--- src/rtl/epoch_seconds_to_calendar_date_macros.svh ---
// Assertion macros shared by the calendar-date converter.
// Build with NO_ASSERTIONS defined to compile them away.
`ifndef EPOCH_SECONDS_TO_CALENDAR_DATE_MACROS_SVH
`define EPOCH_SECONDS_TO_CALENDAR_DATE_MACROS_SVH

`ifndef NO_ASSERTIONS

// Same-cycle implication, checked on every rising edge outside reset.
`define EPCAL_ASSERT_IMP(label, clk, rst_n, ante, cons, msg) \
    label: assert property (@(posedge clk) disable iff (!rst_n) (ante) |-> (cons)) \
        else $error(msg);

// Next-cycle implication, checked on every rising edge outside reset.
`define EPCAL_ASSERT_NEXT(label, clk, rst_n, ante, cons, msg) \
    label: assert property (@(posedge clk) disable iff (!rst_n) (ante) |=> (cons)) \
        else $error(msg);

`else

`define EPCAL_ASSERT_IMP(label, clk, rst_n, ante, cons, msg)
`define EPCAL_ASSERT_NEXT(label, clk, rst_n, ante, cons, msg)

`endif

`endif

--- src/rtl/epcal_pkg.sv ---
package epcal_pkg;

    localparam int unsigned SECS_W   = 32;
    localparam int unsigned DAY_W    = 5;
    localparam int unsigned MON_W    = 4;
    localparam int unsigned YEAR_W   = 12;
    localparam int unsigned DAYS_W   = 16;
    localparam int unsigned YLEN_W   = 9;
    localparam int unsigned OUT_W    = 24;

    // 86400 is 128 times 675: the seconds lose their low seven bits and the
    // rest is multiplied by the reciprocal of 675, rounded up to 35 fraction bits.
    localparam int unsigned SECS_SHIFT  = 7;
    localparam int unsigned SCALED_W    = SECS_W - SECS_SHIFT;
    localparam int unsigned RECIP_W     = 26;
    localparam int unsigned PROD_W      = SCALED_W + RECIP_W;
    localparam int unsigned RECIP_SHIFT = 35;

    localparam logic [RECIP_W-1:0] RECIP_675 = 26'd50903317;

    localparam logic [YEAR_W-1:0] FIRST_YEAR      = 12'd1970;
    localparam logic [YLEN_W-1:0] DAYS_LEAP       = 9'd366;
    localparam logic [YLEN_W-1:0] DAYS_COMMON     = 9'd365;
    localparam logic [DAY_W-1:0]  FEB_LEAP_DAYS   = 5'd29;

    // Residues of the first year, so leap tests need no division.
    localparam logic [1:0] FIRST_MOD4   = 2'd2;
    localparam logic [6:0] FIRST_MOD100 = 7'd70;
    localparam logic [8:0] FIRST_MOD400 = 9'd370;
    localparam logic [6:0] LAST_MOD100  = 7'd99;
    localparam logic [8:0] LAST_MOD400  = 9'd399;

    localparam logic [MON_W-1:0] MONTH_FEB = 4'd1;
    localparam logic [MON_W-1:0] MONTH_DEC = 4'd11;

    typedef enum logic [5:0] {
        ST_IDLE  = 6'b000001,
        ST_DIV   = 6'b000010,
        ST_INIT  = 6'b000100,
        ST_YEAR  = 6'b001000,
        ST_MONTH = 6'b010000,
        ST_DONE  = 6'b100000
    } epcal_state_t;

    typedef struct packed {
        logic load;
        logic div_step;
        logic init;
        logic year_step;
        logic month_step;
        logic out_load;
    } epcal_cmd_t;

    typedef struct packed {
        logic year_done;
        logic month_done;
    } epcal_status_t;

    // Days in each month of a common year, January first.
    function automatic logic [DAY_W-1:0] month_len(input logic [MON_W-1:0] mon);
        logic [DAY_W-1:0] len;
        case (mon)
            4'd0:    len = 5'd31;
            4'd1:    len = 5'd28;
            4'd2:    len = 5'd31;
            4'd3:    len = 5'd30;
            4'd4:    len = 5'd31;
            4'd5:    len = 5'd30;
            4'd6:    len = 5'd31;
            4'd7:    len = 5'd31;
            4'd8:    len = 5'd30;
            4'd9:    len = 5'd31;
            4'd10:   len = 5'd30;
            4'd11:   len = 5'd31;
            default: len = 5'd31;
        endcase
        return len;
    endfunction

endpackage

--- src/rtl/epcal_dp.sv ---
module epcal_dp
    import epcal_pkg::*;
(
    input  logic                 clk,
    input  logic [SECS_W-1:0]    secs,
    input  epcal_cmd_t           cmd,
    output epcal_status_t        status,
    output logic [DAY_W-1:0]     day_out,
    output logic [MON_W-1:0]     mon_out,
    output logic [YEAR_W-1:0]    year_out
);

    logic [SCALED_W-1:0] scaled_reg, scaled_next;
    logic [DAYS_W-1:0] days_reg, days_next;
    logic [YEAR_W-1:0] year_reg, year_next;
    logic [1:0]        m4_reg, m4_next;
    logic [6:0]        m100_reg, m100_next;
    logic [8:0]        m400_reg, m400_next;
    logic [MON_W-1:0]  mon_reg, mon_next;
    logic [DAY_W-1:0]  day_out_reg, day_out_next;
    logic [MON_W-1:0]  mon_out_reg, mon_out_next;
    logic [YEAR_W-1:0] year_out_reg, year_out_next;

    logic [PROD_W-1:0]  product;
    logic               leap;
    logic [YLEN_W-1:0]  ylen;
    logic [DAY_W-1:0]   mlen;

    // Whole days are the top bits of the seconds over 128 times the rounded-up
    // reciprocal of 675. The rounding error stays below one part in 675 for
    // any 25-bit value, so the quotient is exact.
    assign product = {{(PROD_W-SCALED_W){1'b0}}, scaled_reg}
                     * {{(PROD_W-RECIP_W){1'b0}}, RECIP_675};

    assign leap = ((m4_reg == 2'd0) && (m100_reg != 7'd0)) || (m400_reg == 9'd0);
    assign ylen = leap ? DAYS_LEAP : DAYS_COMMON;
    assign mlen = (leap && (mon_reg == MONTH_FEB)) ? FEB_LEAP_DAYS : month_len(mon_reg);

    assign status.year_done  = (days_reg < {{(DAYS_W-YLEN_W){1'b0}}, ylen});
    assign status.month_done = (days_reg < {{(DAYS_W-DAY_W){1'b0}}, mlen})
                               || (mon_reg == MONTH_DEC);

    always_comb
    begin
        scaled_next   = scaled_reg;
        days_next     = days_reg;
        year_next     = year_reg;
        m4_next       = m4_reg;
        m100_next     = m100_reg;
        m400_next     = m400_reg;
        mon_next      = mon_reg;
        day_out_next  = day_out_reg;
        mon_out_next  = mon_out_reg;
        year_out_next = year_out_reg;
        if (cmd.load)
        begin
            scaled_next = secs[SECS_W-1:SECS_SHIFT];
        end
        if (cmd.div_step)
        begin
            days_next = product[RECIP_SHIFT +: DAYS_W];
        end
        if (cmd.init)
        begin
            year_next = FIRST_YEAR;
            m4_next   = FIRST_MOD4;
            m100_next = FIRST_MOD100;
            m400_next = FIRST_MOD400;
            mon_next  = '0;
        end
        if (cmd.year_step)
        begin
            days_next = days_reg - {{(DAYS_W-YLEN_W){1'b0}}, ylen};
            year_next = year_reg + 12'd1;
            m4_next   = m4_reg + 2'd1;
            m100_next = (m100_reg == LAST_MOD100) ? 7'd0 : m100_reg + 7'd1;
            m400_next = (m400_reg == LAST_MOD400) ? 9'd0 : m400_reg + 9'd1;
        end
        if (cmd.month_step)
        begin
            days_next = days_reg - {{(DAYS_W-DAY_W){1'b0}}, mlen};
            mon_next  = mon_reg + 4'd1;
        end
        if (cmd.out_load)
        begin
            day_out_next  = days_reg[DAY_W-1:0] + 5'd1;
            mon_out_next  = mon_reg + 4'd1;
            year_out_next = year_reg;
        end
    end

    always_ff @(posedge clk)
    begin
        scaled_reg   <= scaled_next;
        days_reg     <= days_next;
        year_reg     <= year_next;
        m4_reg       <= m4_next;
        m100_reg     <= m100_next;
        m400_reg     <= m400_next;
        mon_reg      <= mon_next;
        day_out_reg  <= day_out_next;
        mon_out_reg  <= mon_out_next;
        year_out_reg <= year_out_next;
    end

    assign day_out  = day_out_reg;
    assign mon_out  = mon_out_reg;
    assign year_out = year_out_reg;

endmodule

--- src/rtl/epcal_ctrl.sv ---
module epcal_ctrl
    import epcal_pkg::*;
(
    input  logic          clk,
    input  logic          rst_n,
    input  logic          in_valid,
    output logic          in_ready,
    output logic          out_valid,
    input  logic          out_ready,
    input  epcal_status_t status,
    output epcal_cmd_t    cmd
);

    epcal_state_t      state_reg, state_next;
    logic              out_valid_reg, out_valid_next;

    always_comb
    begin
        state_next     = state_reg;
        out_valid_next = out_valid_reg;
        cmd            = '0;
        if (out_valid_reg && out_ready)
        begin
            out_valid_next = 1'b0;
        end
        case (state_reg)
            ST_IDLE:
            begin
                if (in_valid)
                begin
                    cmd.load   = 1'b1;
                    state_next = ST_DIV;
                end
            end
            ST_DIV:
            begin
                cmd.div_step = 1'b1;
                state_next   = ST_INIT;
            end
            ST_INIT:
            begin
                cmd.init   = 1'b1;
                state_next = ST_YEAR;
            end
            ST_YEAR:
            begin
                if (status.year_done)
                begin
                    state_next = ST_MONTH;
                end
                else
                begin
                    cmd.year_step = 1'b1;
                end
            end
            ST_MONTH:
            begin
                if (status.month_done)
                begin
                    state_next = ST_DONE;
                end
                else
                begin
                    cmd.month_step = 1'b1;
                end
            end
            ST_DONE:
            begin
                if (!out_valid_reg || out_ready)
                begin
                    cmd.out_load   = 1'b1;
                    out_valid_next = 1'b1;
                    state_next     = ST_IDLE;
                end
            end
            default:
            begin
                state_next = ST_IDLE;
            end
        endcase
    end

    always_ff @(posedge clk or negedge rst_n)
    begin
        if (!rst_n)
        begin
            state_reg     <= ST_IDLE;
            out_valid_reg <= 1'b0;
        end
        else
        begin
            state_reg     <= state_next;
            out_valid_reg <= out_valid_next;
        end
    end

    assign in_ready  = (state_reg == ST_IDLE);
    assign out_valid = out_valid_reg;

endmodule

--- src/rtl/epoch_seconds_to_calendar_date.sv ---
// Converts a count of local seconds since 1970-01-01 00:00 into a Gregorian date.
// Input channel: one request per 32-bit seconds count on s_axis_*; a request is
// taken when s_axis_tvalid and s_axis_tready are both high at a rising edge.
// Output channel: one date per request on m_axis_*, held in an output register
// until m_axis_tready takes it.
// Steps: a division by 86400 (a shift and a reciprocal multiplication), a set-up
// step, a walk that takes off one whole year at a time, a walk that takes off one
// whole month at a time, and the loading of the result. The year walk dominates.
// Throughput: one request at a time; s_axis_tready is high only while the
// converter is idle; no request is taken while one is worked on. A finished date
// may still wait in the output register while the next request is worked on.
// When the receiver stalls, a second finished date waits in the converter
// until the output register frees, and no new request is taken meanwhile.
// Reset (rst_n low, asynchronous) returns the controller to idle and empties
// the output register; no date is lost or invented after it.
`include "epoch_seconds_to_calendar_date_macros.svh"

module epoch_seconds_to_calendar_date
    import epcal_pkg::*;
(
    input  logic              clk,
    input  logic              rst_n,
    input  logic              s_axis_tvalid,
    output logic              s_axis_tready,
    input  logic [SECS_W-1:0] s_axis_tdata,   // [31:0] epoch_seconds
    output logic              m_axis_tvalid,
    input  logic              m_axis_tready,
    output logic [OUT_W-1:0]  m_axis_tdata    // [4:0] day_of_month, [8:5] month_number,
                                              // [20:9] year_number, [23:21] zero
);

    epcal_cmd_t        cmd;
    epcal_status_t     status;
    logic [DAY_W-1:0]  day_of_month;
    logic [MON_W-1:0]  month_number;
    logic [YEAR_W-1:0] year_number;

    // The controller sequences division, year walk and month walk.
    epcal_ctrl u_ctrl (
        .clk       (clk),
        .rst_n     (rst_n),
        .in_valid  (s_axis_tvalid),
        .in_ready  (s_axis_tready),
        .out_valid (m_axis_tvalid),
        .out_ready (m_axis_tready),
        .status    (status),
        .cmd       (cmd)
    );

    // The datapath holds the scaled seconds, days left, year and month.
    epcal_dp u_dp (
        .clk      (clk),
        .secs     (s_axis_tdata),
        .cmd      (cmd),
        .status   (status),
        .day_out  (day_of_month),
        .mon_out  (month_number),
        .year_out (year_number)
    );

    assign m_axis_tdata = {{(OUT_W-DAY_W-MON_W-YEAR_W){1'b0}},
                           year_number, month_number, day_of_month};

    // A date on the output always has a nonzero day and a month from 1 to 12.
    `EPCAL_ASSERT_IMP(a_day_month_range, clk, rst_n, m_axis_tvalid,
        (day_of_month != 5'd0) && (month_number != 4'd0) && (month_number <= 4'd12),
        "day or month out of range")

    // The year never leaves the span that a 32-bit count can reach.
    `EPCAL_ASSERT_IMP(a_year_range, clk, rst_n, m_axis_tvalid,
        (year_number >= 12'd1970) && (year_number <= 12'd2106),
        "year out of range")

    // Once a request is taken the converter is busy on the next cycle.
    `EPCAL_ASSERT_NEXT(a_busy_after_accept, clk, rst_n, s_axis_tvalid && s_axis_tready,
        !s_axis_tready, "request accepted while busy")

    // A result is loaded only into an empty or draining output register.
    `EPCAL_ASSERT_IMP(a_no_overwrite, clk, rst_n, cmd.out_load,
        !m_axis_tvalid || m_axis_tready, "output register overwritten")

endmodule
--- config.mk ---
export PLATFORM = sky130hd
export DESIGN_NAME = epoch_seconds_to_calendar_date
export DESIGN_NICKNAME = d
export VERILOG_FILES = /design/src/rtl/epcal_pkg.sv /design/src/rtl/epcal_dp.sv /design/src/rtl/epcal_ctrl.sv /design/src/rtl/epoch_seconds_to_calendar_date.sv
export VERILOG_INCLUDE_DIRS = /design/src /design/src/rtl
export SDC_FILE = /design/constraint.sdc
export NUM_CORES = 1
export LEC_CHECK = 0
export ABC_AREA = 1
export BUFFER_PORTS_ARGS = -buffer_cell sky130_fd_sc_hd__buf_2
export CORE_AREA = 2 2 188 190
export CTS_BUF_LIST = sky130_fd_sc_hd__clkbuf_16
export CTS_CLUSTER_DIAMETER = 150
export CTS_CLUSTER_SIZE = 16
export DETAILED_ROUTE_END_ITERATION = 6
export DIE_AREA = 0 0 190 192
export PLACE_DENSITY = 0.66
export SETUP_SLACK_MARGIN = 0.05
export SLEW_MARGIN = 40
export SYNTH_ARGS = -nofsm -noshare
export SYNTH_HDL_FRONTEND = slang
export SYNTH_HIERARCHICAL = 1
export SYNTH_SLANG_ARGS = --single-unit
export TNS_END_PERCENT = 5
--- constraint.sdc ---
create_clock -name clk -period 17 [get_ports clk]
set_clock_uncertainty 0.15 [all_clocks]
set_input_delay 0.85 -clock clk [delete_from_list [all_inputs] [get_ports clk]]
set_output_delay 0.85 -clock clk [all_outputs]
set_load 0.05 [all_outputs]
==> out/qor.txt <==
===============================================================================================
Run status ....................................................................... finished clean
Gpl congestion ...................................................................       0.9634
Total congestion overflow ........................................................            0
Headroom to the max-slew limit ...................................................       48.10%
Average routed wire per standard cell ............................................     15.74 um
Length in cells of the worst reg-to-reg path .....................................           19
Maximum operating frequency ......................................................    152.4 MHz
Clock tree buffer depth ..........................................................            2
Dpl hpwl .........................................................................     34740 um
Count of different cell masters after synthesis ..................................           46
Number of design rule violations left after detail routing .......................            0
Critical Path RT .................................................................     16.98 ns
Highest cell delay on the worst timing path ......................................      0.84 ns
Antenna cells ....................................................................            0
Antenna violations before repair .................................................            0
Arrival time at the worst endpoint ...............................................      6.54 ns
Overall die area .................................................................    36480 um2
Share of async-settable or async-resettable flops after synthesis ................       6.667%
Top library cells by usage in the layout, fill and taps aside .................... sky130_fd_sc_hd__inv_1, sky130_fd_sc_hd__nand2_1, sky130_fd_sc_hd__ha_1, sky130_fd_sc_hd__fa_1, sky130_fd_sc_hd__nor2_1
Unrepaired setup endpoints after global routing ..................................           no
Number of warnings issued by yosys ...............................................            6
Endpoint kind of the worst setup timing path .....................................    flip-flop
Wire length of the first global-routing pass .....................................     68190 um
Total number of H-tree levels ....................................................            3
Hold Fails Final Rpt .............................................................            0
Worst hold path class ............................................................     in2async
Tmin final .......................................................................     6.560 ns
Clock input transition at the sequential cells of the worst setup and hold paths .      0.08 ns
Post-CTS setup repair buffer count ...............................................            0
Flip-flop and latch count after synthesis ........................................          105
Number of top-level design ports .................................................           62
Synth Instances ..................................................................         2089
Root buffer selected by CTS ...................................................... sky130_fd_sc_hd__clkbuf_16
Insertion delay to the later sink of the worst-skew pair .........................      0.38 ns
Die Y ............................................................................       192 um
Net count of the finished layout .................................................         2661
Wirelength, routed ...............................................................     40950 um
Starting density of the core .....................................................       49.42%
Number of synthesized flops with an enable pin ...................................           96
Number of clock sinks ............................................................          105
Synth Cell Area ..................................................................    16940 um2
Transition time at the pin with the least slew margin ............................    0.7767 ns
Cell with the most instances on the worst path ................................... sky130_fd_sc_hd__fa_1
Overall Global Routing Usage .....................................................       24.41%
Post_cts resized .................................................................            0
Sequential-to-total area share from yosys stat ...................................       18.29%
Max FFs per register .............................................................           25
Number of routed nets with antenna violations ....................................            0
Port buffer count ................................................................           51
Worst reg-to-reg setup slack .....................................................     10.44 ns
Reg2reg end ...................................................................... u_dp/days_reg[0]
Top_reg_cell synth ............................................................... sky130_fd_sc_hd__edfxtp_1
Period utilisation layout ........................................................       38.59%
Number of max-slew violations in the final report ................................            0
Vias in the first global route ...................................................        13340
Layout overhead on the synthesized area ..........................................       6.690%
Maximum fanout along the worst path ..............................................           10
Cell Rows ........................................................................           68
Critical-path cell with the highest stage delay .................................. sky130_fd_sc_hd__edfxtp_1
Fraction of final layout cells sized beyond drive strength 1 .....................       7.033%
Number of search-and-repair iterations in the first detailed-routing pass ........            5
Final core utilization ...........................................................       52.72%
Worst flop-to-flop path startpoint ............................................... u_dp/scaled_reg[17]
CTS tree .........................................................................         done
Synthesized area per cell ........................................................    8.111 um2
Sort of element at the start of the critical path ................................    flip-flop
Cts bufs inserted ................................................................            9
Max-cap violations ...............................................................            0
Core outline area ................................................................    34290 um2
Chip Width .......................................................................       190 um
Setup TNS ........................................................................         0 ns
Crit path kind ...................................................................      reg2reg
Largest net degree at the start of global routing ................................           31
Ordered list of cells on the worst path .......................................... fa_1 -> ha_1 -> fa_1 -> fa_1 -> fa_1 -> fa_1 -> inv_1 -> fa_1 -> inv_1 -> ha_1 -> nand2_1 -> nor2_1 -> nand2_1 -> nor3_1 -> a21oi_1 -> nand3_1 -> nor2_1 -> o21ai_1 -> nand2_1
Most common cell after layout, fill and taps aside ............................... sky130_fd_sc_hd__inv_1
Overall via count from detail_route ..............................................        13040
Total setup violations reported at the end of the flow ...........................            0
DR vias/cell .....................................................................        5.013
Total of fill cells in the finished design .......................................         3288
Number of violations reported at the end of detailed-routing iteration 0 .........          940
Hold buffer count at cts .........................................................            0
===============================================================================================
## layout make-up
cell class                      instances  area, um2  share of cell area, %
Multi-Input combinational cell       1369      11510                  63.68
Sequential cell                       105       3099                  17.14
Inverter                              602       2260                  12.50
Tap cell                              455      569.3                  3.149
Timing Repair Buffer                   55      292.8                  1.620
Clock buffer                            9      225.2                  1.246
Clock inverter                          7      118.9                 0.6575
## how the worst max path moves through the flow
stage	end	slack, ns	start
finish	u_dp/days_reg[0]	10.44	u_dp/scaled_reg[17]
global route	u_dp/days_reg[0]	10.14	u_dp/scaled_reg[17]
CTS	u_dp/days_reg[3]	10.34	u_dp/scaled_reg[5]
global placement	u_dp/days_reg[11]	10.45	u_dp/scaled_reg[5]
floorplan	u_dp/days_reg[15]	11.34	u_dp/scaled_reg[23]
detailed placement	u_dp/days_reg[3]	10.39	u_dp/scaled_reg[5]
## synthesized netlist by cell type, types with 12 or more instances
cell type,count,area [um2]
sky130_fd_sc_hd__nand2_2,19,118.9
sky130_fd_sc_hd__edfxtp_1,96,2883
sky130_fd_sc_hd__ha_1,301,3766
sky130_fd_sc_hd__a21oi_1,70,350.3
sky130_fd_sc_hd__nand3_1,84,420.4
sky130_fd_sc_hd__fa_1,182,3643
sky130_fd_sc_hd__o21ai_0,33,165.2
sky130_fd_sc_hd__nand2_1,404,1516
sky130_fd_sc_hd__nor2_1,128,480.5
sky130_fd_sc_hd__inv_1,589,2211
sky130_fd_sc_hd__nor3_1,18,90.09
sky130_fd_sc_hd__nand4_1,30,187.7
sky130_fd_sc_hd__inv_2,12,45.04
sky130_fd_sc_hd__nor2_2,17,106.4
## worst max-delay path, delay by kind of cell (launching register included)
kind	cells	cell delay, ns
adder cells (fa/ha/maj)	8	3.82
buffers and inverters	2	0.12
AND/OR/NAND/NOR	7	1.16
AO/OA/AOI/OAI	2	0.23
flip-flops	1	0.84
## metal layers
layer	share of wire [%]	vias up	global-route usage (%)
li1	-	6476	-
met1	47	6194	34.15
met2	45	324	38.62
met3	5.6	50	4.038
met4	2.8	0	7.990
met5	0	-	0
## through the flow
stage / hold slack, ns / instance area, um2 / cells / setup slack [ns]
2_1_floorplan: 0.2764 / 16950 / 2091 / 11.34
3_3_place_gp: 0.2848 / 17710 / 2585 / 10.45
3_5_place_dp: 0.3129 / 17720 / 2585 / 10.39
4_1_cts: 0.1337 / 18060 / 2601 / 10.34
5_1_grt: 0.1416 / 18080 / 2602 / 10.14
6_report: 0.1456 / 18080 / 2602 / 10.44
## cell families after synthesis
| logic type | Yosys count | share of synthesized area (%) |
|---|---|---|
| buffers and inverters | 617 | 13.87 |
| xor gates and xnor gates | 17 | 0.8787 |
| DFF | 105 | 18.29 |
| other | 1 | 0.02213 |
| adders and majority gates | 483 | 43.73 |
| and+or+nand+nor | 733 | 18.89 |
| AOI/OAI and AO/OA | 133 | 4.320 |
Power is not shown: default switching activity piles up to over one toggle a cycle in this logic, so the estimate is an artifact.
